File: src/hdl/bb3_pkg.sv
// shared constants, types and the reciprocal table for the 3x3 box blur
// no dependencies; imported by every module of the block
`timescale 1ns / 1ps
`default_nettype none

package bb3_pkg;

    // frame geometry
    localparam int MAX_WIDTH  = 1024;
    localparam int MAX_HEIGHT = 4096;
    localparam int COL_W      = $clog2(MAX_WIDTH);
    localparam int CNT_W      = COL_W + 2;
    localparam int ROW_W      = $clog2(MAX_HEIGHT);

    // pixel layout: red in the low byte, alpha in the high byte
    localparam int CHANNELS = 4;
    localparam int CHAN_W   = 8;
    localparam int PIX_W    = CHANNELS * CHAN_W;

    // configuration registers
    localparam int FW_W       = 11;
    localparam int FH_W       = 13;
    localparam int CFG_IDX_W  = 2;
    localparam int CFG_DATA_W = 13;
    localparam logic [CFG_IDX_W-1:0] REG_FRAME_WIDTH  = 2'd0;
    localparam logic [CFG_IDX_W-1:0] REG_FRAME_HEIGHT = 2'd1;
    localparam logic [FW_W-1:0] FRAME_WIDTH_RESET  = 11'd640;
    localparam logic [FH_W-1:0] FRAME_HEIGHT_RESET = 13'd480;

    // operation codes
    localparam logic OP_PIXEL = 1'b0;
    localparam logic OP_FLUSH = 1'b1;

    // arithmetic: nine bytes summed, divided by reciprocal multiply
    localparam int SUM_W       = 12;
    localparam int COUNT_W     = 4;
    localparam int RECIP_SHIFT = 16;
    localparam int RECIP_W     = RECIP_SHIFT + 1;
    localparam int PROD_W      = SUM_W + RECIP_W;

    // result queue
    localparam int QUEUE_DEPTH = 8;
    localparam int QPTR_W      = $clog2(QUEUE_DEPTH);
    localparam int QCNT_W      = QPTR_W + 1;

    // request moving from the control stage into line store and filter
    typedef struct packed {
        logic             valid;
        logic             emit;
        logic [COL_W-1:0] col;
        logic [PIX_W-1:0] pix;
        logic             left_ok;
        logic             right_ok;
        logic             top_ok;
        logic             bottom_ok;
        logic             last;
    } bb3_s1_t;

    // one blurred pixel
    typedef struct packed {
        logic [CHAN_W-1:0] red;
        logic [CHAN_W-1:0] green;
        logic [CHAN_W-1:0] blue;
        logic [CHAN_W-1:0] alpha;
        logic              frame_end;
    } bb3_result_t;

    // ceil(2^RECIP_SHIFT / count), exact floor division for sums up to nine bytes
    function automatic logic [RECIP_W-1:0] bb3_recip(input logic [COUNT_W-1:0] count);
        logic [RECIP_W-1:0] r;
        case (count)
            4'd2:    r = RECIP_W'((2 ** RECIP_SHIFT + 1) / 2);
            4'd3:    r = RECIP_W'((2 ** RECIP_SHIFT + 2) / 3);
            4'd4:    r = RECIP_W'((2 ** RECIP_SHIFT + 3) / 4);
            4'd5:    r = RECIP_W'((2 ** RECIP_SHIFT + 4) / 5);
            4'd6:    r = RECIP_W'((2 ** RECIP_SHIFT + 5) / 6);
            4'd7:    r = RECIP_W'((2 ** RECIP_SHIFT + 6) / 7);
            4'd8:    r = RECIP_W'((2 ** RECIP_SHIFT + 7) / 8);
            4'd9:    r = RECIP_W'((2 ** RECIP_SHIFT + 8) / 9);
            default: r = RECIP_W'(2 ** RECIP_SHIFT);
        endcase
        return r;
    endfunction

endpackage

`default_nettype wire

File: src/hdl/bb3_filter.sv
// 3x3 window, masked channel sums and reciprocal-multiply mean
// depends on bb3_pkg; takes the column from bb3_line_store
`timescale 1ns / 1ps
`default_nettype none

module bb3_filter
    import bb3_pkg::*;
(
    input  wire logic             clk,
    input  wire logic             rst_n,
    input  wire bb3_s1_t          s1,
    input  wire logic [PIX_W-1:0] above1,
    input  wire logic [PIX_W-1:0] above2,
    output logic                  res_valid,
    output bb3_result_t           res,
    output logic [1:0]            pend
);

    // window keeps the two most recent columns, rows top to bottom
    logic [PIX_W-1:0] win_reg [3][2];
    logic [PIX_W-1:0] new_col [3];
    logic [PIX_W-1:0] nb [3][3];
    logic [2:0]       row_ok;
    logic [2:0]       col_ok;
    logic [1:0]       rows_used;
    logic [1:0]       cols_used;
    logic [COUNT_W-1:0] count;
    logic [SUM_W-1:0] sum_next [3];

    logic               s2_valid_reg;
    logic [SUM_W-1:0]   sum_reg [3];
    logic [RECIP_W-1:0] recip_reg;
    logic [CHAN_W-1:0]  alpha2_reg;
    logic               last2_reg;

    logic               s3_valid_reg;
    logic [PROD_W-1:0]  prod_reg [3];
    logic [CHAN_W-1:0]  alpha3_reg;
    logic               last3_reg;

    assign new_col[0] = above2;
    assign new_col[1] = above1;
    assign new_col[2] = s1.pix;

    // neighborhood: left and centre from the window, right is the new column
    always_comb
    begin
        for (int r = 0; r < 3; r++)
        begin
            nb[r][0] = win_reg[r][0];
            nb[r][1] = win_reg[r][1];
            nb[r][2] = new_col[r];
        end
    end

    assign row_ok = {s1.bottom_ok, 1'b1, s1.top_ok};
    assign col_ok = {s1.right_ok, 1'b1, s1.left_ok};

    // masked sums of red, green and blue
    always_comb
    begin
        for (int k = 0; k < 3; k++)
        begin
            sum_next[k] = '0;
            for (int r = 0; r < 3; r++)
            begin
                for (int c = 0; c < 3; c++)
                begin
                    if (row_ok[r] && col_ok[c])
                        sum_next[k] = sum_next[k] + SUM_W'(nb[r][c][k*CHAN_W +: CHAN_W]);
                end
            end
        end
    end

    // number of pixels inside the frame
    assign rows_used = 2'd1 + 2'(s1.top_ok) + 2'(s1.bottom_ok);
    assign cols_used = 2'd1 + 2'(s1.left_ok) + 2'(s1.right_ok);
    assign count     = COUNT_W'(rows_used) * COUNT_W'(cols_used);

    // window shift
    always_ff @(posedge clk)
    begin
        if (s1.valid)
        begin
            for (int r = 0; r < 3; r++)
            begin
                win_reg[r][0] <= win_reg[r][1];
                win_reg[r][1] <= new_col[r];
            end
        end
    end

    // stage valids
    always_ff @(posedge clk or negedge rst_n)
    begin
        if (!rst_n)
        begin
            s2_valid_reg <= 1'b0;
            s3_valid_reg <= 1'b0;
        end
        else
        begin
            s2_valid_reg <= s1.valid && s1.emit;
            s3_valid_reg <= s2_valid_reg;
        end
    end

    // sum stage
    always_ff @(posedge clk)
    begin
        if (s1.valid && s1.emit)
        begin
            for (int k = 0; k < 3; k++)
                sum_reg[k] <= sum_next[k];
            recip_reg  <= bb3_recip(count);
            alpha2_reg <= nb[1][1][3*CHAN_W +: CHAN_W];
            last2_reg  <= s1.last;
        end
    end

    // reciprocal multiply stage
    always_ff @(posedge clk)
    begin
        if (s2_valid_reg)
        begin
            for (int k = 0; k < 3; k++)
                prod_reg[k] <= PROD_W'(sum_reg[k]) * PROD_W'(recip_reg);
            alpha3_reg <= alpha2_reg;
            last3_reg  <= last2_reg;
        end
    end

    // floor of the mean sits above the fraction bits
    assign res_valid     = s3_valid_reg;
    assign res.red       = prod_reg[0][RECIP_SHIFT +: CHAN_W];
    assign res.green     = prod_reg[1][RECIP_SHIFT +: CHAN_W];
    assign res.blue      = prod_reg[2][RECIP_SHIFT +: CHAN_W];
    assign res.alpha     = alpha3_reg;
    assign res.frame_end = last3_reg;

    assign pend = 2'(s2_valid_reg) + 2'(s3_valid_reg);

endmodule

`default_nettype wire

File: config.mk
export PLATFORM = sky130hd
export DESIGN_NAME = bb3_filter
export DESIGN_NICKNAME = d
export VERILOG_FILES = /design/src/hdl/bb3_pkg.sv /design/src/hdl/bb3_filter.sv
export SDC_FILE = /design/constraint.sdc
export NUM_CORES = 2
export LEC_CHECK = 0
export ABC_AREA = 1
export BUFFER_PORTS_ARGS = -buffer_cell sky130_fd_sc_hd__clkbuf_2
export CORE_ASPECT_RATIO = 1.5
export CORE_MARGIN = 10
export CORE_UTILIZATION = 50
export CTS_BUF_LIST = sky130_fd_sc_hd__clkbuf_8
export DETAILED_ROUTE_END_ITERATION = 7
export HOLD_SLACK_MARGIN = 0.1
export PLACE_DENSITY = 0.67
export SETUP_SLACK_MARGIN = 0.2
export SYNTH_ARGS = -nofsm -noshare
export SYNTH_HDL_FRONTEND = slang
export SYNTH_SLANG_ARGS = --single-unit
File: constraint.sdc
create_clock -name clk -period 9.65 [get_ports clk]
set_input_delay 1.93 -clock clk [delete_from_list [all_inputs] [get_ports clk]]
set_output_delay 1.93 -clock clk [all_outputs]
set_load 0.005 [all_outputs]
==> results.toml <==
[finish]
layout-drive-gt1-share = 0.1988
n_fill_cell = 5969
post-route-cell-area_um2 = 40500
num-nets-final = 5423
area_growth_pct = 17.73
largest_reg_flops = 152

[worst_setup_path]
worstSetupPathType = "in2reg"
crit_path_end_kind = "flop"
worst-endpoint-arrival_ns = 9.52
path_max_fanout = 6
cp_slowest_cell = "fa_1"
crit_required_ns = 9.99
start_kind = "input port"
crit_path_frequent_cell = "inv_1"
critPathMaxStageDelay_ns = 0.55

[synth]
synthFlopType = "edfxtp_1"
synth_top_cell_area_share = 0.2601
ys_warn_count = 0
synthArstFlopShare = 0.008097
syn_avg_cell_area_um2 = 8.373
synth_nets = 4999
synth_seq_cells = 247
syn_area_um2 = 34400
synth_edf_count = 245
syn-instance-count = 4109
synth_area_leaders = "fa_1 (26%), edfxtp_1 (21%), ha_1 (12%)"
yosysTopAreaCell = "fa_1"
synth.distinct_cells = 63
yosysSeqAreaShare = 0.2153

[detailed_routing]
routed_wl_um = 84550
antenna_left = 0
drc = 0
drtIter0Drc = 1235
via_per_inst = 5.115
avgRoutedWirePerCell_um = 15.49
vias = 27910
drtPass1Iterations = 5

[flow_run]
cap_violations = 0

[global_route]
grt-ovfl-total = 0
grt_pass1_wl_um = 137300
grt_max_degree = 59
antenna_found_initial = 7
grt_util_all_layers = 0.2124
grt_pass1_vias = 28780

[floorplanning]
die-area_um2 = 79910
chipWidth_um = 234.2
start_util = 0.5054
design.core.area_um2 = 68070
die_y_um = 341.3
rows = 117
ioPinCount = 151

[clock_tree]
hold_buffers = 0
htreeDepth = 2
cts_made_buffers = 42
clkTransAtPathRegs_ns = 0.06
clk-insertion-delay-late_ns = 0.63
root_buffer = "clkbuf_8"
clockBufferDepth = 3
cts_tree = "built"
clkSinkCount = 247

[timing]
setup_viol = 0
hold-worst-slack_ns = 0.4191
finalCriticalPeriod_ns = 9.183
hold_viol = 0
slew_viol_final = 0
maxSlewHeadroom = 0.3385
setup_tns_ns = 0
final.setup_skew_ns = 0.03606
rsz0062_at_grt = "true"
fmax_mhz = 108.9
post-route-period-util = 0.9516
tightest_slew_ns = 0.9923

[placed_design]
dp_hpwl_um = 66130
routabilityCongestion = 0.8789
placed_cell_area_um2 = 38220
port_buffers = 124

[min_path]
holdCritPathClass = "reg2reg"

[outcome]
run_status = "finished, final reports clean"
## placed cells by master, fill, tap and decap left out, types with 17 or more instances in the layout
master	n
a21o_1	17
a21oi_1	170
a21oi_2	39
buf_4	386
clkbuf_2	121
clkbuf_8	42
edfxtp_1	245
fa_1	440
ha_1	300
ha_4	21
inv_1	884
inv_2	37
nand2_1	972
nand2_2	47
nand3_1	103
nand3_2	34
nand4_1	24
nor2_1	131
nor2_2	19
o21ai_0	99
o21ai_1	56
o21ai_2	36
xnor2_1	42
xor2_1	86
## layout make-up
class | count | area [um^2] | area share
tap | 892 | 1116 | 0.02756
sequential | 247 | 7408 | 0.1829
inverter | 919 | 3460 | 0.08542
antenna | 3 | 7.507 | 0.0001854
timing repair buffer | 512 | 3560 | 0.08789
clock buffer | 42 | 578.1 | 0.01427
multi-input combinational | 2811 | 24130 | 0.5957
clock inverter | 31 | 245.2 | 0.006055
## per-layer routing
layer	global-route usage	vias to the layer above	share of wire
met1	0.2314	13420	0.37
met2	0.3844	678	0.53
met3	0.03065	226	0.046
met4	0.1218	8	0.057
li1	-	13590	-
met5	0	-	0.00079
## synth_stat cells (all sizes together), types with 15 or more instances
library cell and n:
a21oi 210, xnor2 54, clkbuf 117, edfxtp 245, nand4 24, nor2 154
xor2 94, ha 328, a31oi 18, nand2 1027, inv 918, buf 15
nor3 18, a21o 17, o21ai 193, fa 447, nand3 139
## worst max-delay path: cells and delay by family
family | cells | cell delay (ns)
compound gates | 9 | 1.35
xor+xnor | 2 | 0.27
fa+ha+maj | 9 | 3.53
buf+inv | 12 | 1.16
simple gates | 9 | 1.23
## cell families (layout without fill, tap and decap cells)
family | Yosys count | count (layout) | synth area share
AND/OR/NAND/NOR | 1395 | 1395 | 0.1732
buffers and inverters | 1051 | 1504 | 0.1154
adder cells (fa/ha/maj) | 775 | 775 | 0.3794
AO/OA/AOI/OAI | 492 | 492 | 0.07834
flip-flops | 247 | 247 | 0.2153
XOR/XNOR | 149 | 149 | 0.03833
other | 0 | 3 | 0
## path summary, 6_finish.rpt
kind | from | to | slack (ns) | cells past startpoint
setup reg to reg | win_reg[0][40] | sum_reg[0][21] | 1.61 | 40
setup / recovery | s1[4] | sum_reg[0][21] | 0.47 | 41
min in group asynchronous | rst_n | res_valid | 1.08 | 1
hold / removal | alpha2_reg[2] | alpha3_reg[2] | 0.42 | 0
max in group asynchronous | rst_n | s2_valid_reg | 8.46 | 1
hold reg to reg | alpha2_reg[2] | alpha3_reg[2] | 0.42 | 0
## repair_timing
| item | in CTS | in global routing |
|---|---|---|
| resized for setup | 2 | 314 |
| endpoints found under the hold margin | 0 | 0 |
| pin swaps | 0 | 148 |
| gates cloned | 0 | 0 |
| endpoints found under the setup margin | 1 | 21 |
| buffers inserted | 0 | 47 |
## stage by stage
| step | utilization | std cells | worst slack (ns) |
|---|---|---|---|
| CTS | 0.5737 | 5407 | 0.2123 |
| global placement | 0.5615 | 5334 | -0.3638 |
| detailed placement | 0.5615 | 5334 | -0.4617 |
| floorplan | - | 4109 | 0.1817 |
| global route | 0.5950 | 5457 | -0.01644 |
| finish | 0.5950 | 5457 | 0.4669 |
Power is not shown: default switching activity piles up to over one toggle a cycle in this logic, so the estimate is an artifact.
