### src/hdl/bb3_pkg.sv
// shared constants, types and the reciprocal table for the 3x3 box blur
// no dependencies; imported by every module of the block
`timescale 1ns / 1ps
`default_nettype none

package bb3_pkg;

    // frame geometry
    localparam int MAX_WIDTH  = 1024;
    localparam int MAX_HEIGHT = 4096;
    localparam int COL_W      = $clog2(MAX_WIDTH);
    localparam int CNT_W      = COL_W + 2;
    localparam int ROW_W      = $clog2(MAX_HEIGHT);

    // pixel layout: red in the low byte, alpha in the high byte
    localparam int CHANNELS = 4;
    localparam int CHAN_W   = 8;
    localparam int PIX_W    = CHANNELS * CHAN_W;

    // configuration registers
    localparam int FW_W       = 11;
    localparam int FH_W       = 13;
    localparam int CFG_IDX_W  = 2;
    localparam int CFG_DATA_W = 13;
    localparam logic [CFG_IDX_W-1:0] REG_FRAME_WIDTH  = 2'd0;
    localparam logic [CFG_IDX_W-1:0] REG_FRAME_HEIGHT = 2'd1;
    localparam logic [FW_W-1:0] FRAME_WIDTH_RESET  = 11'd640;
    localparam logic [FH_W-1:0] FRAME_HEIGHT_RESET = 13'd480;

    // operation codes
    localparam logic OP_PIXEL = 1'b0;
    localparam logic OP_FLUSH = 1'b1;

    // arithmetic: nine bytes summed, divided by reciprocal multiply
    localparam int SUM_W       = 12;
    localparam int COUNT_W     = 4;
    localparam int RECIP_SHIFT = 16;
    localparam int RECIP_W     = RECIP_SHIFT + 1;
    localparam int PROD_W      = SUM_W + RECIP_W;

    // result queue
    localparam int QUEUE_DEPTH = 8;
    localparam int QPTR_W      = $clog2(QUEUE_DEPTH);
    localparam int QCNT_W      = QPTR_W + 1;

    // request moving from the control stage into line store and filter
    typedef struct packed {
        logic             valid;
        logic             emit;
        logic [COL_W-1:0] col;
        logic [PIX_W-1:0] pix;
        logic             left_ok;
        logic             right_ok;
        logic             top_ok;
        logic             bottom_ok;
        logic             last;
    } bb3_s1_t;

    // one blurred pixel
    typedef struct packed {
        logic [CHAN_W-1:0] red;
        logic [CHAN_W-1:0] green;
        logic [CHAN_W-1:0] blue;
        logic [CHAN_W-1:0] alpha;
        logic              frame_end;
    } bb3_result_t;

    // ceil(2^RECIP_SHIFT / count), exact floor division for sums up to nine bytes
    function automatic logic [RECIP_W-1:0] bb3_recip(input logic [COUNT_W-1:0] count);
        logic [RECIP_W-1:0] r;
        case (count)
            4'd2:    r = RECIP_W'((2 ** RECIP_SHIFT + 1) / 2);
            4'd3:    r = RECIP_W'((2 ** RECIP_SHIFT + 2) / 3);
            4'd4:    r = RECIP_W'((2 ** RECIP_SHIFT + 3) / 4);
            4'd5:    r = RECIP_W'((2 ** RECIP_SHIFT + 4) / 5);
            4'd6:    r = RECIP_W'((2 ** RECIP_SHIFT + 5) / 6);
            4'd7:    r = RECIP_W'((2 ** RECIP_SHIFT + 6) / 7);
            4'd8:    r = RECIP_W'((2 ** RECIP_SHIFT + 7) / 8);
            4'd9:    r = RECIP_W'((2 ** RECIP_SHIFT + 8) / 9);
            default: r = RECIP_W'(2 ** RECIP_SHIFT);
        endcase
        return r;
    endfunction

endpackage

`default_nettype wire

### src/hdl/bb3_out_queue.sv
// result queue decoupling the filter pipeline from the receiver
// depends on bb3_pkg; occupancy goes back to bb3_ctrl for credit
`timescale 1ns / 1ps
`default_nettype none

module bb3_out_queue
    import bb3_pkg::*;
(
    input  wire logic        clk,
    input  wire logic        rst_n,
    input  wire logic        wr_en,
    input  wire bb3_result_t wr_data,
    output logic             rd_valid,
    input  wire logic        rd_ready,
    output bb3_result_t      rd_data,
    output logic [QCNT_W-1:0] count
);

    bb3_result_t        q_mem [QUEUE_DEPTH];
    logic [QPTR_W-1:0]  wr_ptr_reg, wr_ptr_next;
    logic [QPTR_W-1:0]  rd_ptr_reg, rd_ptr_next;
    logic [QCNT_W-1:0]  count_reg, count_next;
    logic               rd_en;

    assign rd_valid = (count_reg != '0);
    assign rd_en    = rd_valid && rd_ready;
    assign rd_data  = q_mem[rd_ptr_reg];
    assign count    = count_reg;

    // pointer and occupancy update
    always_comb
    begin
        wr_ptr_next = wr_ptr_reg;
        rd_ptr_next = rd_ptr_reg;
        if (wr_en)
            wr_ptr_next = (wr_ptr_reg == QPTR_W'(QUEUE_DEPTH - 1)) ? '0 : wr_ptr_reg + QPTR_W'(1);
        if (rd_en)
            rd_ptr_next = (rd_ptr_reg == QPTR_W'(QUEUE_DEPTH - 1)) ? '0 : rd_ptr_reg + QPTR_W'(1);
        count_next = count_reg + QCNT_W'(wr_en) - QCNT_W'(rd_en);
    end

    always_ff @(posedge clk or negedge rst_n)
    begin
        if (!rst_n)
        begin
            wr_ptr_reg <= '0;
            rd_ptr_reg <= '0;
            count_reg  <= '0;
        end
        else
        begin
            wr_ptr_reg <= wr_ptr_next;
            rd_ptr_reg <= rd_ptr_next;
            count_reg  <= count_next;
        end
    end

    // storage
    always_ff @(posedge clk)
    begin
        if (wr_en)
            q_mem[wr_ptr_reg] <= wr_data;
    end

    // credit scheme must keep a free slot for every result in flight
    a_no_overflow: assert property (@(posedge clk) disable iff (!rst_n)
        wr_en |-> (count_reg < QCNT_W'(QUEUE_DEPTH)))
        else $error("result written into a full queue");

    // occupancy holds when nothing is written or read
    a_count_step: assert property (@(posedge clk) disable iff (!rst_n)
        (!wr_en && !rd_en) |=> $stable(count_reg))
        else $error("queue occupancy changed without a request");

endmodule

`default_nettype wire
### config.mk
export PLATFORM = sky130hd
export DESIGN_NAME = bb3_out_queue
export DESIGN_NICKNAME = d
export VERILOG_FILES = /design/src/hdl/bb3_pkg.sv /design/src/hdl/bb3_out_queue.sv
export SDC_FILE = /design/constraint.sdc
export NUM_CORES = 1
export LEC_CHECK = 0
export ABC_AREA = 1
export BUFFER_PORTS_ARGS = -buffer_cell sky130_fd_sc_hd__buf_2
export CAP_MARGIN = 20
export CORE_ASPECT_RATIO = 0.75
export CORE_MARGIN = 2
export CORE_UTILIZATION = 35
export DETAILED_ROUTE_END_ITERATION = 7
export MAX_ROUTING_LAYER = met4
export SKIP_LAST_GASP = 1
export SYNTH_ARGS = -nofsm -noshare
export SYNTH_HDL_FRONTEND = slang
export SYNTH_SLANG_ARGS = --single-unit
### constraint.sdc
create_clock -name clk -period 2.3 [get_ports clk]
set_input_delay 0.115 -clock clk [delete_from_list [all_inputs] [get_ports clk]]
set_output_delay 0.115 -clock clk [all_outputs]
set_load 0.02 [all_outputs]
==> impl_metrics.py, run 1 <==
metrics = {
    "floorplanning": {
        "ioPinCount": 75,
        "die_h_um": 165,
        "die_w_um": 219,
        "die_area_um2": 36100,
        "start_util_pct": 35.8,
        "coreArea_um2": 33700,
        "rows": 58,
    },
    "drt": {
        "drc_errors": 0,
        "vias": 7815,
        "antenna_left": 0,
        "avgViaCountPerCell": 4.34,
        "routedWlPerCell_um": 14.7,
        "routed_wl_um": 26400,
        "drt_iter0_drc": 424,
        "firstDrtPassIters": 5,
    },
    "setup_path": {
        "max_stage_delay_ns": 0.43,
        "reg2reg_slack_ns": 0.18,
        "critPathRequiredTime_ns": 2.18,
        "r2r_cells": 10,
        "crit_fanout": 36,
        "crit_top_cell": "nand2_1",
        "critical-path-top-delay-family": "buffers and inverters",
        "cp.arrival_ns": 2.04,
        "cp_num_cells": 7,
        "worstPathCellList": "inv_2 -> buf_12 -> nand3_1 -> nand2_1 -> nand2_1 -> nand2_1 -> buf_2",
        "start_kind": "register",
        "critPathCaptureType": "output port",
        "slowest_stage": "dfrtp_2",
        "worst-path-buf-inv": 3,
        "path_class": "register to output port",
    },
    "timing": {
        "fmax_mhz": 465,
        "rsz0062_at_grt": "no",
        "finalSetupTns_ns": 0,
        "finalClockSkew_ns": 0.00862,
        "drv_slew": 0,
        "post-route-min-period_ns": 2.15,
        "relSlewSlack_pct": 68.0,
        "hold_viol": 0,
        "worstMarginPinSlew_ns": 0.478,
        "timing.final.crit_share_pct": 93.6,
        "setup_violations": 0,
    },
    "logic_synthesis": {
        "yosysUniqueCellTypes": 19,
        "yosysTopAreaCellShare_pct": 65.6,
        "yosysSeqAreaShare_pct": 67.6,
        "synth_warnings": 0,
        "synth-seq-cells": 274,
        "syn_inst": 1211,
        "syn_area_per_cell_um2": 9.98,
        "synth_area_um2": 12100,
        "yosysTopAreaCell": "edfxtp_1",
        "netlist_top_cells_area": "edfxtp_1 (66%), nand2_1 (14%), inv_1 (8.6%)",
        "synth_nets": 1258,
    },
    "grt": {
        "overflow": 0,
        "grt_pass1_vias": 7419,
        "antenna_found_initial": 2,
        "grt_max_degree": 69,
        "gr-usage-all-layers_pct": 15.3,
        "grt_first_pass_wirelength_um": 41100,
    },
    "run": {
        "maxCapViolations": 0,
    },
    "power_and_ir_drop": {
        "cellPowerDensity_nw_per_um2": 1200,
        "power.total_mw": 17.2,
        "peakVddDrop_uv": 810,
        "p_leak_nw": 6.62,
    },
    "clocking": {
        "clkLatencyLatePin_ns": 0.54,
        "htreeDepth": 1,
        "numCtsBuffers": 26,
        "cts_tree": "yes",
        "clockBufferDepth": 3,
        "path_clk_slew_ns": 0.07,
        "clkSinkCount": 274,
        "cts_root_buf": "clkbuf_16",
    },
    "finish": {
        "regArea_um2": 8180,
        "final.fill_count": 3173,
        "post_route_cells_drive_above_1_share_pct": 11.4,
        "largest_reg_flops": 264,
        "num-nets-final": 1374,
        "area_growth_pct": 19.2,
        "multi_input_area_um2": 2620,
        "utilization_pct": 42.7,
    },
    "status": {
        "status": "completed",
    },
    "placement": {
        "gp_congestion": 0.719,
        "dp_hpwl_um": 14500,
        "port_buffers": 74,
    },
    "worst_hold_path": {
        "hp-class": "input port to register",
        "hold_depth": 2,
    },
}
-- cell usage after synthesis --
| cell | number |
|---|---|
| nand2_1 | 443 |
| inv_1 | 277 |
| edfxtp_1 | 264 |
| nand3_1 | 136 |
| buf_2 | 27 |
| clkbuf_1 | 10 |
| dfrtp_1 | 10 |
| ha_1 | 9 |
| buf_6 | 8 |
| nor2_1 | 8 |
| o21ai_0 | 6 |
| buf_4 | 4 |
| buf_1 | 2 |
| xor2_1 | 2 |
| a21oi_1 | 1 |
| clkinv_1 | 1 |
| fa_1 | 1 |
| inv_2 | 1 |
| inv_4 | 1 |
-- placed cells by master (no fill, tap or decap) --
cell type,count
buf_12,11
nand3_1,136
fa_1,1
dfrtp_4,1
clkinv_4,1
buf_4,12
clkinv_8,1
edfxtp_1,264
dfrtp_1,8
clkbuf_1,4
clkinvlp_4,2
bufinv_16,3
buf_6,2
buf_16,1
clkbuf_16,28
clkinv_2,6
xor2_1,2
buf_2,75
inv_2,1
dlygate4sd3_1,37
o21ai_0,6
nand2_1,443
a21oi_1,1
nor2_4,8
dfrtp_2,1
ha_1,9
clkinv_1,6
inv_1,277
diode_2,2
-- path summary, 6_finish.rpt --
path	startpoint	end
setup / recovery	rd_ptr_reg[1]$_DFFE_PN0P_	rd_data[22]
hold / removal	wr_data[21]	q_mem[1][21]$_DFFE_PP_
setup reg to reg	count[2]$_DFF_PN0_	count[2]$_DFF_PN0_
hold reg to reg	wr_ptr_reg[2]$_DFFE_PN0P_	wr_ptr_reg[2]$_DFFE_PN0P_
max in group asynchronous	rst_n	rd_ptr_reg[0]$_DFFE_PN0P_
min in group asynchronous	rst_n	count[0]$_DFF_PN0_
-- timing repair --
action,in CTS,in global routing
gates cloned,0,1
hold buffers,37,0
endpoints found under the setup margin,11,27
gates resized for setup,2,4
setup buffers,0,4
endpoints found under the hold margin,281,0
-- layout make-up --
cell class / count / area share [%]
diodes: 2 / 0.0347
well taps: 450 / 3.91
clock buffers: 31 / 4.79
inverters: 280 / 7.38
multi-input cells: 606 / 18.2
clock inverters: 17 / 1.13
flip-flops and latches: 274 / 56.8
repair buffers: 139 / 7.85
-- routing by layer --
metal | vias to the layer above | global-route usage, % | wire [um]
met5 | - | - | 0
met4 | 0 | 3.28 | 438
met3 | 37 | 2.56 | 1200
met2 | 137 | 24.9 | 12400
met1 | 3643 | 20.1 | 12400
li1 | 3998 | - | -
-- metrics by stage --
stage	std cells	cell area [um^2]	hold WS (ns)	worst slack, ns
2_1_floorplan	1211	12100	-0.181	-0.0851
3_3_place_gp	1707	13100	-0.00606	0.250
3_5_place_dp	1707	13100	-0.000481	0.183
4_1_cts	1792	14300	0.365	0.00450
5_1_grt	1799	14400	0.402	0.00436
6_report	1799	14400	0.395	0.147
-- worst register-to-register path, delay by kind of cell (launching register included) --
kind / cells / cell delay, ns
and+or+nand+nor: 2 / 0.23
DFF: 1 / 0.38
buffers and inverters: 3 / 0.21
xor gates and xnor gates: 1 / 0.17
adders and majority gates: 4 / 1.01
-- logic make-up (layout without fill, tap and decap cells) --
kind of cell | Yosys count | after routing | share of synthesized area, %
simple gates | 587 | 587 | 19.6
buf+inv | 331 | 467 | 11.2
flops | 274 | 274 | 67.6
fa+ha+maj | 10 | 10 | 1.10
compound gates | 7 | 7 | 0.290
xor+xnor | 2 | 2 | 0.145
other cells | 0 | 2 | 0
-- report_power, final --
group	internal, mW	total, mW	switching [mW]
clock	2.48	4.29	1.82
sequential	6.13	6.32	0.188
combinational	2.10	6.62	4.52
total	10.7	17.2	6.53
Power figures use the tool's default switching activity.
==> run 2: changes to the inputs <==
CTS_BUF_LIST = sky130_fd_sc_hd__clkbuf_16   (was default)
==> impl_metrics.py, run 2 (synthesis gave the netlist of run 1 again) <==
metrics = {
    "timing": {
        "fmax_mhz": 464,
        "finalSetupTns_ns": 0,
        "hold_viol": 0,
        "finalClockSkew_ns": 0.00809,
        "drv_slew": 0,
        "setup_violations": 0,
        "worst_slack_ns": 0.145,
        "relSlewSlack_pct": 68.0,
        "timing.final.crit_share_pct": 93.7,
        "post-route-min-period_ns": 2.15,
        "worstMarginPinSlew_ns": 0.478,
        "rsz0062_at_grt": "no",
        "whs_ns": 0.394,
    },
    "finish": {
        "layout_commonest_cell": "nand2_1",
        "utilization_pct": 42.7,
        "final.fill_count": 3173,
        "num-nets-final": 1374,
        "post_route_cells_drive_above_1_share_pct": 11.4,
        "area_growth_pct": 19.2,
        "largest_reg_flops": 264,
        "final_cell_mix": "nand2_1 (443), inv_1 (281), edfxtp_1 (264)",
        "fin_area_um2": 14400,
        "fin_cells": 1799,
    },
    "grt": {
        "top_usage_layer": "met2",
        "grt_first_pass_wirelength_um": 41100,
        "use_met2_pct": 24.9,
        "grt_pass1_vias": 7419,
        "gr-usage-all-layers_pct": 15.3,
        "overflow": 0,
        "antenna_found_initial": 2,
        "met1_usage_pct": 20.1,
        "grt_max_degree": 69,
        "use_met3_pct": 2.56,
    },
    "clocking": {
        "clkLatencyLatePin_ns": 0.54,
        "clkSinkCount": 274,
        "cts_tree": "yes",
        "htreeDepth": 1,
        "clockBufferDepth": 3,
        "path_clk_slew_ns": 0.07,
        "numCtsBuffers": 26,
        "cts_root_buf": "clkbuf_16",
    },
    "setup_path": {
        "path_class": "register to output port",
        "critical-path-top-delay-family": "buffers and inverters",
        "crit_fanout": 36,
        "crit_top_cell": "nand2_1",
        "slowest_stage": "dfrtp_2",
        "critPathCaptureType": "output port",
        "critPathRequiredTime_ns": 2.18,
        "max_stage_delay_ns": 0.43,
        "worstPathCellList": "inv_2 -> buf_12 -> nand3_1 -> nand2_1 -> nand2_1 -> nand2_1 -> buf_2",
        "start_kind": "register",
        "cp.arrival_ns": 2.04,
        "worst-path-buf-inv": 3,
    },
    "floorplanning": {
        "coreArea_um2": 33700,
        "start_util_pct": 35.8,
        "rows": 58,
        "die_h_um": 165,
        "die_area_um2": 36100,
        "ioPinCount": 75,
        "die_w_um": 219,
    },
    "placement": {
        "port_buffers": 74,
        "gp_congestion": 0.719,
        "post_dp_cell_area_um2": 13100,
        "placed_cells": 1707,
        "place_ws_ns": 0.183,
        "dp_hpwl_um": 14500,
    },
    "worst_hold_path": {
        "hp-class": "input port to register",
    },
    "drt": {
        "routed_wl_um": 26400,
        "antenna_left": 0,
        "drt_iter0_drc": 422,
        "avgViaCountPerCell": 4.35,
        "drc_errors": 0,
        "vias": 7826,
        "firstDrtPassIters": 4,
        "routedWlPerCell_um": 14.7,
    },
    "power_and_ir_drop": {
        "cellPowerDensity_nw_per_um2": 1190,
        "peakVddDrop_uv": 810,
        "power.total_mw": 17.2,
        "p_leak_nw": 6.63,
    },
    "status": {
        "status": "completed",
    },
    "run": {
        "maxCapViolations": 0,
    },
}
-- run 2: changes by cell type in the layout (fill, tap and decap cells not counted) --
cell / change
inv_1: +4
clkbuf_1: -4
-- run 2: layout make-up --
class	count	area (um^2)	area share [%]
flip-flops and latches	274	8180	56.8
multi-input cells	606	2620	18.2
repair buffers	139	1130	7.85
inverters	280	1060	7.38
clock buffers	27	676	4.69
well taps	450	563	3.91
clock inverters	21	178	1.23
diodes	2	5.00	0.0347
-- run 2: timing repair --
item / in CTS / in global routing
pin swaps: 0 / 0
cloned: 0 / 1
endpoints found under the setup margin: 11 / 27
hold buffers: 37 / 0
gates resized for setup: 2 / 4
endpoints found under the hold margin: 281 / 0
setup buffers: 0 / 4
-- run 2: per-layer routing --
metal | wire length, um | part of all wire, %
met2 | 12400 | 47
met1 | 12400 | 47
met4 | 438 | 1.7
met3 | 1170 | 4.4
met5 | 0 | 0
-- run 2: report_power, final --
group / total (mW) / internal [mW] / switching, mW
combinational: 6.62 / 2.10 / 4.52
clock: 4.28 / 2.46 / 1.82
sequential: 6.32 / 6.13 / 0.188
-- run 2: worst register-to-register path, cell delays in order, from the launching register on --
cell and delay [ns]:
dfrtp_1 0.38, inv_1 0.08, ha_1 0.16, nand3_1 0.10, nand2_1 0.13, inv_1 0.09, ha_1 0.27, inv_1 0.04
ha_1 0.20, fa_1 0.38, xor2_1 0.17
-- run 2: final timing paths --
check / start / end / slack (ns) / cells past startpoint
worst max-delay path: rd_ptr_reg[1]$_DFFE_PN0P_ / rd_data[22] / 0.15 / 7
worst min-delay path: wr_data[21] / q_mem[1][21]$_DFFE_PP_ / 0.39 / 2
worst max register to register: count[2]$_DFF_PN0_ / count[2]$_DFF_PN0_ / 0.18 / 10
worst min register to register: wr_ptr_reg[2]$_DFFE_PN0P_ / wr_ptr_reg[2]$_DFFE_PN0P_ / 0.62 / 2
max in group asynchronous: rst_n / rd_ptr_reg[0]$_DFFE_PN0P_ / 1.35 / 3
min in group asynchronous: rst_n / count[0]$_DFF_PN0_ / 0.59 / 3
