## src/hdl/bb3_pkg.sv

```systemverilog
// shared constants, types and the reciprocal table for the 3x3 box blur
// no dependencies; imported by every module of the block
`timescale 1ns / 1ps
`default_nettype none

package bb3_pkg;

    // frame geometry
    localparam int MAX_WIDTH  = 1024;
    localparam int MAX_HEIGHT = 4096;
    localparam int COL_W      = $clog2(MAX_WIDTH);
    localparam int CNT_W      = COL_W + 2;
    localparam int ROW_W      = $clog2(MAX_HEIGHT);

    // pixel layout: red in the low byte, alpha in the high byte
    localparam int CHANNELS = 4;
    localparam int CHAN_W   = 8;
    localparam int PIX_W    = CHANNELS * CHAN_W;

    // configuration registers
    localparam int FW_W       = 11;
    localparam int FH_W       = 13;
    localparam int CFG_IDX_W  = 2;
    localparam int CFG_DATA_W = 13;
    localparam logic [CFG_IDX_W-1:0] REG_FRAME_WIDTH  = 2'd0;
    localparam logic [CFG_IDX_W-1:0] REG_FRAME_HEIGHT = 2'd1;
    localparam logic [FW_W-1:0] FRAME_WIDTH_RESET  = 11'd640;
    localparam logic [FH_W-1:0] FRAME_HEIGHT_RESET = 13'd480;

    // operation codes
    localparam logic OP_PIXEL = 1'b0;
    localparam logic OP_FLUSH = 1'b1;

    // arithmetic: nine bytes summed, divided by reciprocal multiply
    localparam int SUM_W       = 12;
    localparam int COUNT_W     = 4;
    localparam int RECIP_SHIFT = 16;
    localparam int RECIP_W     = RECIP_SHIFT + 1;
    localparam int PROD_W      = SUM_W + RECIP_W;

    // result queue
    localparam int QUEUE_DEPTH = 8;
    localparam int QPTR_W      = $clog2(QUEUE_DEPTH);
    localparam int QCNT_W      = QPTR_W + 1;

    // request moving from the control stage into line store and filter
    typedef struct packed {
        logic             valid;
        logic             emit;
        logic [COL_W-1:0] col;
        logic [PIX_W-1:0] pix;
        logic             left_ok;
        logic             right_ok;
        logic             top_ok;
        logic             bottom_ok;
        logic             last;
    } bb3_s1_t;

    // one blurred pixel
    typedef struct packed {
        logic [CHAN_W-1:0] red;
        logic [CHAN_W-1:0] green;
        logic [CHAN_W-1:0] blue;
        logic [CHAN_W-1:0] alpha;
        logic              frame_end;
    } bb3_result_t;

    // ceil(2^RECIP_SHIFT / count), exact floor division for sums up to nine bytes
    function automatic logic [RECIP_W-1:0] bb3_recip(input logic [COUNT_W-1:0] count);
        logic [RECIP_W-1:0] r;
        case (count)
            4'd2:    r = RECIP_W'((2 ** RECIP_SHIFT + 1) / 2);
            4'd3:    r = RECIP_W'((2 ** RECIP_SHIFT + 2) / 3);
            4'd4:    r = RECIP_W'((2 ** RECIP_SHIFT + 3) / 4);
            4'd5:    r = RECIP_W'((2 ** RECIP_SHIFT + 4) / 5);
            4'd6:    r = RECIP_W'((2 ** RECIP_SHIFT + 5) / 6);
            4'd7:    r = RECIP_W'((2 ** RECIP_SHIFT + 6) / 7);
            4'd8:    r = RECIP_W'((2 ** RECIP_SHIFT + 7) / 8);
            4'd9:    r = RECIP_W'((2 ** RECIP_SHIFT + 8) / 9);
            default: r = RECIP_W'(2 ** RECIP_SHIFT);
        endcase
        return r;
    endfunction

endpackage

`default_nettype wire

```

## src/hdl/bb3_ctrl.sv

```systemverilog
// stream control: registers, positions, lag and owed-result counts, handshake
// depends on bb3_pkg; feeds the line store and the filter through bb3_s1_t
`timescale 1ns / 1ps
`default_nettype none

module bb3_ctrl
    import bb3_pkg::*;
(
    input  wire logic                  clk,
    input  wire logic                  rst_n,
    input  wire logic                  pix_valid,
    output logic                       pix_ready,
    input  wire logic                  operation,
    input  wire logic [PIX_W-1:0]      pixel,
    input  wire logic                  cfg_valid,
    output logic                       cfg_ready,
    input  wire logic [CFG_IDX_W-1:0]  cfg_index,
    input  wire logic [CFG_DATA_W-1:0] cfg_data,
    input  wire logic [1:0]            filt_pend,
    input  wire logic [QCNT_W-1:0]     q_count,
    output logic                       rd_en,
    output logic [COL_W-1:0]           rd_addr,
    output bb3_s1_t                    s1
);

    logic [FW_W-1:0]  fw_reg, fw_next;
    logic [FH_W-1:0]  fh_reg, fh_next;
    logic [COL_W-1:0] in_col_reg, in_col_next;
    logic [ROW_W-1:0] in_row_reg, in_row_next;
    logic [COL_W-1:0] out_col_reg, out_col_next;
    logic [ROW_W-1:0] out_row_reg, out_row_next;
    logic [CNT_W-1:0] lag_reg, lag_next;
    logic [CNT_W-1:0] tail_reg, tail_next;
    bb3_s1_t          s1_reg, s1_next;

    logic [CNT_W-1:0]  w_eff;
    logic [FH_W-1:0]   h_eff;
    logic [QCNT_W+1:0] busy;
    logic              cfg_acc;
    logic              accept;
    logic              flush;
    logic              take;
    logic              emit;
    logic              in_col_last;
    logic              in_row_last;
    logic              out_col_last;
    logic              out_row_last;
    logic [CNT_W-1:0]  tail_upd;
    logic              restart;

    // effective frame size, out-of-range values clamped
    always_comb
    begin
        if (fw_reg == '0)
            w_eff = CNT_W'(1);
        else if (32'(fw_reg) > MAX_WIDTH)
            w_eff = CNT_W'(MAX_WIDTH);
        else
            w_eff = CNT_W'(fw_reg);

        if (fh_reg == '0)
            h_eff = FH_W'(1);
        else if (fh_reg > FH_W'(MAX_HEIGHT))
            h_eff = FH_W'(MAX_HEIGHT);
        else
            h_eff = fh_reg;
    end

    // credit check against results in flight and queued
    assign busy = (QCNT_W+2)'(s1_reg.valid && s1_reg.emit) + (QCNT_W+2)'(filt_pend)
                + (QCNT_W+2)'(q_count);
    assign cfg_ready = !s1_reg.valid && (filt_pend == 2'd0);

    assign cfg_acc = cfg_valid && cfg_ready;
    // a register write takes the cycle, pixel requests wait for it
    assign pix_ready = (busy < (QCNT_W+2)'(QUEUE_DEPTH)) && !cfg_acc;
    assign accept  = pix_valid && pix_ready;
    assign flush   = (operation == OP_FLUSH);
    assign take    = accept && !(flush && (tail_reg == '0));
    assign emit    = lag_reg >= (w_eff + CNT_W'(1));

    // position wrap flags
    assign in_col_last  = (CNT_W'(in_col_reg) + CNT_W'(1)) >= w_eff;
    assign in_row_last  = (FH_W'(in_row_reg) + FH_W'(1)) >= h_eff;
    assign out_col_last = (CNT_W'(out_col_reg) + CNT_W'(1)) >= w_eff;
    assign out_row_last = (FH_W'(out_row_reg) + FH_W'(1)) >= h_eff;

    assign tail_upd = tail_reg + CNT_W'(!flush) - CNT_W'(emit);

    // next state of positions and counters
    always_comb
    begin
        fw_next      = fw_reg;
        fh_next      = fh_reg;
        in_col_next  = in_col_reg;
        in_row_next  = in_row_reg;
        out_col_next = out_col_reg;
        out_row_next = out_row_reg;
        lag_next     = lag_reg;
        tail_next    = tail_reg;
        s1_next      = '0;
        restart      = 1'b0;

        if (cfg_acc)
        begin
            case (cfg_index)
                REG_FRAME_WIDTH:
                begin
                    fw_next = cfg_data[FW_W-1:0];
                    restart = 1'b1;
                end
                REG_FRAME_HEIGHT:
                begin
                    fh_next = cfg_data[FH_W-1:0];
                    restart = 1'b1;
                end
                default:
                begin
                    restart = 1'b0;
                end
            endcase
        end
        else if (take)
        begin
            // request for line store update and window shift
            s1_next.valid     = 1'b1;
            s1_next.emit      = emit;
            s1_next.col       = in_col_reg;
            s1_next.pix       = flush ? '0 : pixel;
            s1_next.left_ok   = (out_col_reg != '0);
            s1_next.right_ok  = !out_col_last;
            s1_next.top_ok    = (out_row_reg != '0);
            s1_next.bottom_ok = !out_row_last;
            s1_next.last      = out_col_last && out_row_last;

            // input position
            if (in_col_last)
            begin
                in_col_next = '0;
                in_row_next = in_row_last ? '0 : in_row_reg + ROW_W'(1);
            end
            else
            begin
                in_col_next = in_col_reg + COL_W'(1);
            end

            // lag saturates once results start
            lag_next  = emit ? lag_reg : lag_reg + CNT_W'(1);
            tail_next = tail_upd;

            // output position
            if (emit)
            begin
                if (out_col_last)
                begin
                    out_col_next = '0;
                    out_row_next = out_row_last ? '0 : out_row_reg + ROW_W'(1);
                end
                else
                begin
                    out_col_next = out_col_reg + COL_W'(1);
                end
            end

            // last owed result drained
            if (flush && (tail_upd == '0))
                restart = 1'b1;
        end

        if (restart)
        begin
            in_col_next  = '0;
            in_row_next  = '0;
            out_col_next = '0;
            out_row_next = '0;
            lag_next     = '0;
            tail_next    = '0;
        end
    end

    // state registers
    always_ff @(posedge clk or negedge rst_n)
    begin
        if (!rst_n)
        begin
            fw_reg      <= FRAME_WIDTH_RESET;
            fh_reg      <= FRAME_HEIGHT_RESET;
            in_col_reg  <= '0;
            in_row_reg  <= '0;
            out_col_reg <= '0;
            out_row_reg <= '0;
            lag_reg     <= '0;
            tail_reg    <= '0;
            s1_reg      <= '0;
        end
        else
        begin
            fw_reg      <= fw_next;
            fh_reg      <= fh_next;
            in_col_reg  <= in_col_next;
            in_row_reg  <= in_row_next;
            out_col_reg <= out_col_next;
            out_row_reg <= out_row_next;
            lag_reg     <= lag_next;
            tail_reg    <= tail_next;
            s1_reg      <= s1_next;
        end
    end

    assign rd_en   = take;
    assign rd_addr = in_col_reg;
    assign s1      = s1_reg;

    // lag never runs past one row plus one pixel
    a_lag_bound: assert property (@(posedge clk) disable iff (!rst_n)
        lag_reg <= (w_eff + CNT_W'(1)))
        else $error("lag count beyond one row plus one pixel");

    // owed results bounded by the pipeline depth of one row plus one
    a_tail_bound: assert property (@(posedge clk) disable iff (!rst_n)
        tail_reg <= CNT_W'(MAX_WIDTH + 1))
        else $error("owed result count out of range");

endmodule

`default_nettype wire

```

## config.mk

```make
export PLATFORM = sky130hd
export DESIGN_NAME = bb3_ctrl
export DESIGN_NICKNAME = d
export VERILOG_FILES = /design/src/hdl/bb3_pkg.sv /design/src/hdl/bb3_ctrl.sv
export SDC_FILE = /design/constraint.sdc
export NUM_CORES = 1
export LEC_CHECK = 0
export BUFFER_PORTS_ARGS = -buffer_cell sky130_fd_sc_hd__buf_2
export CORE_MARGIN = 2
export CORE_UTILIZATION = 52
export DETAILED_ROUTE_END_ITERATION = 8
export GPL_TIMING_DRIVEN = 0
export PLACE_DENSITY = 0.77
export SETUP_SLACK_MARGIN = 0.5
export SYNTH_ARGS = -nofsm -noshare
export SYNTH_HDL_FRONTEND = slang
export SYNTH_SLANG_ARGS = --single-unit
```

## constraint.sdc

```tcl
create_clock -name clk -period 6.21 [get_ports clk]
set_clock_uncertainty 0.05 [all_clocks]
set_input_delay 0.3105 -clock clk [delete_from_list [all_inputs] [get_ports clk]]
set_output_delay 0.3105 -clock clk [all_outputs]
set_load 0.05 [all_outputs]
```

==> metrics.csv, run 1 <==
stage;metric;value;unit
timing;worst slew pin tran;0.743;ns
pwr;PD cells;372;nW/um2
placement;input/output buffers;119;
timing;unrepaired setup endpoints after global routing;yes;
clock_network;CTS tree;built;
routing;WL final;19500;um
clock_network;Max Buffers Root-to-Sink;2;
flow_run;max_cap viols;0;
grt;Total GRT Usage;0.248;
synth;synthesized flop and latch total;129;
critical_path;Crit. path cell count;28;
clock_network;CTS Sinks;129;
synth;Syn Nets;933;
placement;Final HPWL DP;13800;um
floorplan;Horiz. Die Dim;127;um
critical_path;CP bufs+invs;5;
floorplan;core area;14600;um2
synth;Synth cell types;68;
synth;sequential fraction of the synthesis area;0.414;
routing;Max Used Layer;met4;
placement;Post-Place Cells;1105;
critical_path;critical path arrival;6.43;ns
floorplan;Chip Height;127;um
synth;main flop type after synthesis;dfrtp_1;
timing;period utilisation layout;0.997;
timing;Max Freq;162;MHz
synth;EDFF count, synth;0;
critical_path;Worst Setup End Kind;flop;
hold_path;hold path depth;2;
routing;metal2 WL;9000;um
clock_network;H-tree levels;4;
layout;Largest register FFs;49;
routing;drt drc;0;
routing;drt wl/cell;16.7;um
critical_path;Slowest-stage cell, CP;or4_4;
pwr;VDD IR-drop max;249;uV
floorplan;floorplan row count;44;
routing;wire length on met3;1300;um
layout;# nets final;1103;
outcome;outcome;complete, no violations;
critical_path;Worst EP required;6.45;ns
timing;final setup vio count;0;
timing;final hold vios;0;
critical_path;cell family with most CP delay;simple AND/OR/NAND/NOR gates;
clock_network;Reg clk slew, reported paths;0.06;ns
routing;Routed Antenna Nets;0;
layout;Area Growth Syn to Fin;25.6;%
grt;vias in the first global route;6585;
timing;Slew Viols, Final;0;
grt;grt ovf;0;
routing;Via-to-Cell Ratio;5.71;
layout;Util after Layout;0.673;
placement;GP Congestion;0.901;
hold_path;worst hold path class;primary input to flop;
floorplan;Starting Density;0.535;
synth;area of the mapped netlist;7810;um2
synth;ys async rst share;1.00;
pwr;Pleak;4.87;nW
floorplan;IO Count;120;
routing;via count;6674;
synth;Synth Area per Inst;9.75;um2
critical_path;Critical Path Source Type;flop;
synth;synth warn;0;
critical_path;Worst path max stage delay;0.47;ns
critical_path;Crit Path Category;flop to flop;
clock_network;Num CTS Buffers;17;
floorplan;total die area;16000;um2
routing;M1 WL;8590;um
critical_path;CP max FO;8;
clock_network;clock root cell;clkbuf_16;
layout;Antenna Cells;0;
routing;1st-pass router iterations;5;
critical_path;R2R cell count;28;
placement;Placed Area;8770;um2
layout;share of cells above drive strength 1;0.288;
routing;initial drt markers;499;
layout;final instance area;9810;um2
clock_network;worst-skew pair later-pin latency;0.42;ns
grt;largest net degree at the start of global routing;76;
layout;fin cells;1168;
grt;initial antenna violation count;0;
timing;crit path time final;6.19;ns
timing;Relative slew margins;0.505;
synth;post-synthesis cell count;801;
grt;global-route wire length before repair;31900;um
-- Yosys cell counts, types with 18 or more instances --
library cell | instances | area share
xor2_1 | 20 | 0.022
nor2_1 | 53 | 0.025
xnor2_1 | 19 | 0.021
nand3_1 | 40 | 0.026
nor3_1 | 27 | 0.017
dfrtp_1 | 123 | 0.39
and3_1 | 19 | 0.015
mux2_2 | 23 | 0.033
a21oi_1 | 29 | 0.019
inv_1 | 42 | 0.020
ha_1 | 73 | 0.12
nor2b_1 | 18 | 0.014
nand2_1 | 55 | 0.026
and2_1 | 45 | 0.036
o21ai_0 | 20 | 0.013
-- cell families (layout without fill, tap and decap cells) --
kind of cell               Yosys count  after routing  synth area share
DFF                                129            129             0.414
adders and majority gates           74             74             0.120
buffers and inverters               72            255            0.0407
xor gates and xnor gates            39             39            0.0437
other                                1              1          0.000480
AOI/OAI and AO/OA                  140            140             0.124
and+or+nand+nor                    320            320             0.220
muxes                               26             26            0.0370
-- layer usage --
layer,vias up,global-route usage
met1,3157,0.321
li1,3226,-
met3,49,0.0687
met4,0,0.111
met2,242,0.390
met5,-,0
-- worst paths after layout --
check                                 endpoint  slack, ns          from
worst min register to register    tail_reg[10]       0.50  tail_reg[10]
worst max-delay path            out_col_reg[5]       0.02     fw_reg[9]
min in group asynchronous               s1[30]       0.36         rst_n
worst min-delay path                     s1[6]       0.04      pixel[1]
max in group asynchronous            fw_reg[7]       4.98         rst_n
worst max register to register  out_col_reg[5]       0.02     fw_reg[9]
-- power breakdown --
| group | internal, W | switching (W) |
|---|---|---|
| logic | 0.000654 | 0.000944 |
| clock network | 0.000584 | 0.000373 |
| registers | 0.000967 | 0.000124 |
| total | 0.00220 | 0.00144 |
-- per-stage QoR --
| stage | hold slack, ns | total power (W) | setup TNS (ns) | setup WS (ns) |
|---|---|---|---|---|
| 3_3_place_gp | 0.466 | 0.00250 | -29.90 | -0.591 |
| 6_report | 0.0374 | 0.00365 | 0 | 0.0186 |
| 4_1_cts | 0.0262 | 0.00359 | 0 | 0.231 |
| 3_5_place_dp | 0.244 | 0.00255 | -34.57 | -0.675 |
| 5_1_grt | 0.0287 | 0.00389 | -6.10 | -0.183 |
| 2_1_floorplan | -0.0351 | 0.00220 | 0 | 0.325 |
-- placed cells by master (no fill, tap or decap), drive strengths merged, types with 18 or more instances in the layout --
cell / instances
inv: 45
and3: 19
nor3: 27
clkbuf: 38
buf: 162
ha: 73
mux2: 23
a21oi: 38
xor2: 20
xnor2: 19
nor2: 54
and2: 45
nor2b: 18
o21ai: 22
dfrtp: 123
nand3: 40
nand2: 55
-- area by class of cell --
class,instances,area (um2)
Buffer,29,186
Clock buffer,21,470
Clock inverter,11,104
Fill cell,1105,4780
Inverter,43,165
Multi-Input combinational cell,600,4510
Sequential cell,129,3240
Tap cell,184,230
Timing Repair Buffer,151,913
-- timing repair --
item / CTS / global route
hold buffers: 1 / 0
setup buffers: 22 / 7
resized for setup: 23 / 13
endpoints found under the hold margin: 54 / 0
cloned: 1 / 0
setup endpoints to repair: 56 / 56
pin swaps: 9 / 2
(Power assumes the default switching activity.)
==> run 2: changes to the inputs <==
--- a/config.mk
+++ b/config.mk
@@ -6,11 +6,13 @@
 export NUM_CORES = 1
 export LEC_CHECK = 0
 export BUFFER_PORTS_ARGS = -buffer_cell sky130_fd_sc_hd__buf_2
+export CAP_MARGIN = 10
 export CORE_MARGIN = 2
-export CORE_UTILIZATION = 52
+export CORE_UTILIZATION = 58
 export DETAILED_ROUTE_END_ITERATION = 8
 export GPL_TIMING_DRIVEN = 0
-export PLACE_DENSITY = 0.77
+export PLACE_DENSITY = 0.81
+export RECOVER_POWER = 25
 export SETUP_SLACK_MARGIN = 0.5
 export SYNTH_ARGS = -nofsm -noshare
 export SYNTH_HDL_FRONTEND = slang
==> constraint.sdc (replaced) <==
create_clock -name clk -period 6 [get_ports clk]
set_clock_uncertainty 0.05 [all_clocks]
set_input_delay 0.3 -clock clk [delete_from_list [all_inputs] [get_ports clk]]
set_output_delay 0.3 -clock clk [all_outputs]
set_load 0.05 [all_outputs]
==> metrics.csv, run 2 (same netlist as run 1, synthesis figures left out) <==
stage;metric;value;unit;change
pwr;Clk network pwr share;0.269;;was 0.262
pwr;Sw Share;0.394;;was 0.395
placement;input/output buffers;119;;unchanged
floorplan;total die area;14400;um2;was 16000 um2
timing;Slew Viols, Final;132;;was 0
layout;Largest register FFs;49;;unchanged
hold_path;worst hold path class;primary input to flop;;unchanged
clock_network;Num CTS Buffers;17;;unchanged
pwr;P_sw;0.00148;W;was 0.00144 W
floorplan;floorplan row count;42;;was 44
critical_path;Slowest-stage cell, CP;or4_4;;unchanged
critical_path;cell family with most CP delay;simple AND/OR/NAND/NOR gates;;unchanged
critical_path;Worst Setup End Kind;flop;;unchanged
layout;Area Growth Syn to Fin;24.0;%;was 25.6%
routing;Via-to-Cell Ratio;5.79;;was 5.71
timing;final setup TNS;-7.56;ns;was 0 ns
floorplan;Chip Height;120;um;was 127 um
routing;initial drt markers;424;;was 499
clock_network;Max Buffers Root-to-Sink;2;;unchanged
timing;unrepaired setup endpoints after global routing;yes;;unchanged
routing;1st-pass router iterations;5;;unchanged
critical_path;Crit Path Category;flop to flop;;unchanged
routing;drt wl/cell;16.4;um;was 16.7 um
grt;initial antenna violation count;0;;unchanged
routing;Routed Antenna Nets;0;;unchanged
timing;crit path time final;6.16;ns;was 6.19 ns
pwr;Pleak;4.83;nW;was 4.87 nW
pwr;sequential power share;0.301;;was 0.299
placement;Final HPWL DP;13400;um;was 13800 um
outcome;violated checks;capacitance limit, slew limit, setup timing;;
placement;GP Congestion;0.892;;was 0.901
grt;Total GRT Usage;0.274;;was 0.248
layout;Antenna Cells;0;;unchanged
routing;WL final;18900;um;was 19500 um
clock_network;clock root cell;clkbuf_16;;unchanged
clock_network;Reg clk slew, reported paths;0.06;ns;about the same
timing;Relative slew margins;-0.900;;was 0.505
floorplan;core area;13200;um2;was 14600 um2
layout;fill cell count;946;;was 1105
critical_path;Worst EP required;6.22;ns;was 6.45 ns
layout;share of cells above drive strength 1;0.276;;was 0.288
critical_path;CP bufs+invs;4;;was 5
timing;Final WS setup;-0.162;ns;was 0.0186 ns
grt;vias in the first global route;6414;;was 6585
pwr;Comb pwr share;0.430;;was 0.438
clock_network;CTS tree;built;;unchanged
critical_path;critical path arrival;6.38;ns;was 6.43 ns
clock_network;CTS Sinks;129;;unchanged
pwr;overall power;0.00376;W;was 0.00365 W
layout;commonest non-fill, non-tap cell in the layout;dfrtp_1;;unchanged
pwr;Pint;0.00228;W;was 0.00220 W
flow_run;max_cap viols;2;;was 0
layout;# nets final;1097;;was 1103
timing;worst slew pin tran;2.85;ns;was 0.743 ns
floorplan;Starting Density;0.592;;was 0.535
clock_network;H-tree levels;4;;unchanged
timing;final setup vio count;55;;was 0
grt;largest net degree at the start of global routing;74;;was 76
routing;drt drc;0;;unchanged
outcome;outcome;finished with violations;;was complete, no violations
grt;global-route wire length before repair;31000;um;was 31900 um
critical_path;Critical Path Source Type;flop;;unchanged
floorplan;Horiz. Die Dim;120;um;was 127 um
critical_path;Worst path max stage delay;0.47;ns;about the same
grt;grt ovf;0;;unchanged
timing;period utilisation layout;1.03;;was 0.997
pwr;PD cells;388;nW/um2;was 372 nW/um2
pwr;VDD IR-drop max;278;uV;was 249 uV
critical_path;CP max FO;10;;was 8
critical_path;most frequent CP cell;ha_4;;
timing;final hold vios;0;;unchanged
layout;most frequent cells in the layout;dfrtp_1, buf_2, ha_1;;unchanged
routing;via count;6678;;was 6674
timing;Max Freq;162;MHz;about the same
floorplan;IO Count;120;;unchanged
clock_network;worst-skew pair later-pin latency;0.42;ns;about the same
## run 2: cell types whose count changed in the layout (fill, tap and decap cells not counted), sizes merged
cell,change
buf,-8
bufinv,+1
clkbuf,-1
clkinv,+3
clkinvlp,-1
## run 2: power by group through the flow
stage                     clock network, W  logic, W  registers [W]
after floorplan                          0   0.00109        0.00119
after global placement                   0   0.00145        0.00113
after detailed placement                 0   0.00149        0.00114
after CTS                          0.00102   0.00155        0.00113
after global routing               0.00107   0.00179        0.00115
final                              0.00101   0.00161        0.00113
## run 2: metrics by stage
| stage | hold slack [ns] | util | instance area [um2] | setup WS, ns | cells |
|---|---|---|---|---|---|
| 3_3_place_gp | 0.456 | 0.661 | 8720 | -0.884 | 1096 |
| 6_report | 0.0301 | 0.734 | 9690 | -0.162 | 1154 |
| 4_1_cts | 0.0207 | 0.729 | 9610 | -0.0191 | 1148 |
| 2_1_floorplan | -0.0456 | - | 7910 | 0.115 | 801 |
| 5_1_grt | 0.0211 | 0.734 | 9690 | -0.339 | 1154 |
| 3_5_place_dp | 0.237 | 0.664 | 8760 | -0.915 | 1097 |
## run 2: metal layers
layer / track usage / up-vias / share of wire
li1: - / 3197 / -
met1: 0.368 / 3196 / 0.44
met2: 0.434 / 250 / 0.47
met3: 0.0675 / 35 / 0.072
met4: 0.0941 / 0 / 0.023
met5: 0 / - / 0
## run 2: worst paths after layout
path	cells past startpoint	startpoint	slack, ns	endpoint
min in group asynchronous	2	rst_n	1.29	out_row_reg[10]
max	27	fw_reg[8]	-0.16	tail_reg[5]
min	2	pixel[4]	0.03	s1[9]
max reg2reg	27	fw_reg[8]	-0.16	tail_reg[5]
max in group asynchronous	3	rst_n	1.73	lag_reg[1]
min reg2reg	1	fh_reg[0]	0.49	fh_reg[0]
## run 2: what timing repair did
action / in CTS / in global routing
setup endpoints to repair: 56 / 56
cloned: 1 / 0
endpoints found under the hold margin: 51 / 0
hold buffers: 1 / 0
setup buffers: 17 / 6
pin swaps: 5 / 10
resized for setup: 18 / 11
## run 2: final cells by class
| type | instances | area, um2 | area share |
|---|---|---|---|
| Sequential cell | 129 | 3240 | 0.334 |
| Clock buffer | 18 | 429 | 0.0443 |
| Tap cell | 176 | 220 | 0.0227 |
| Inverter | 43 | 161 | 0.0167 |
| Buffer | 29 | 186 | 0.0192 |
| Clock inverter | 14 | 158 | 0.0163 |
| Multi-Input combinational cell | 600 | 4470 | 0.461 |
| Timing Repair Buffer | 145 | 826 | 0.0852 |
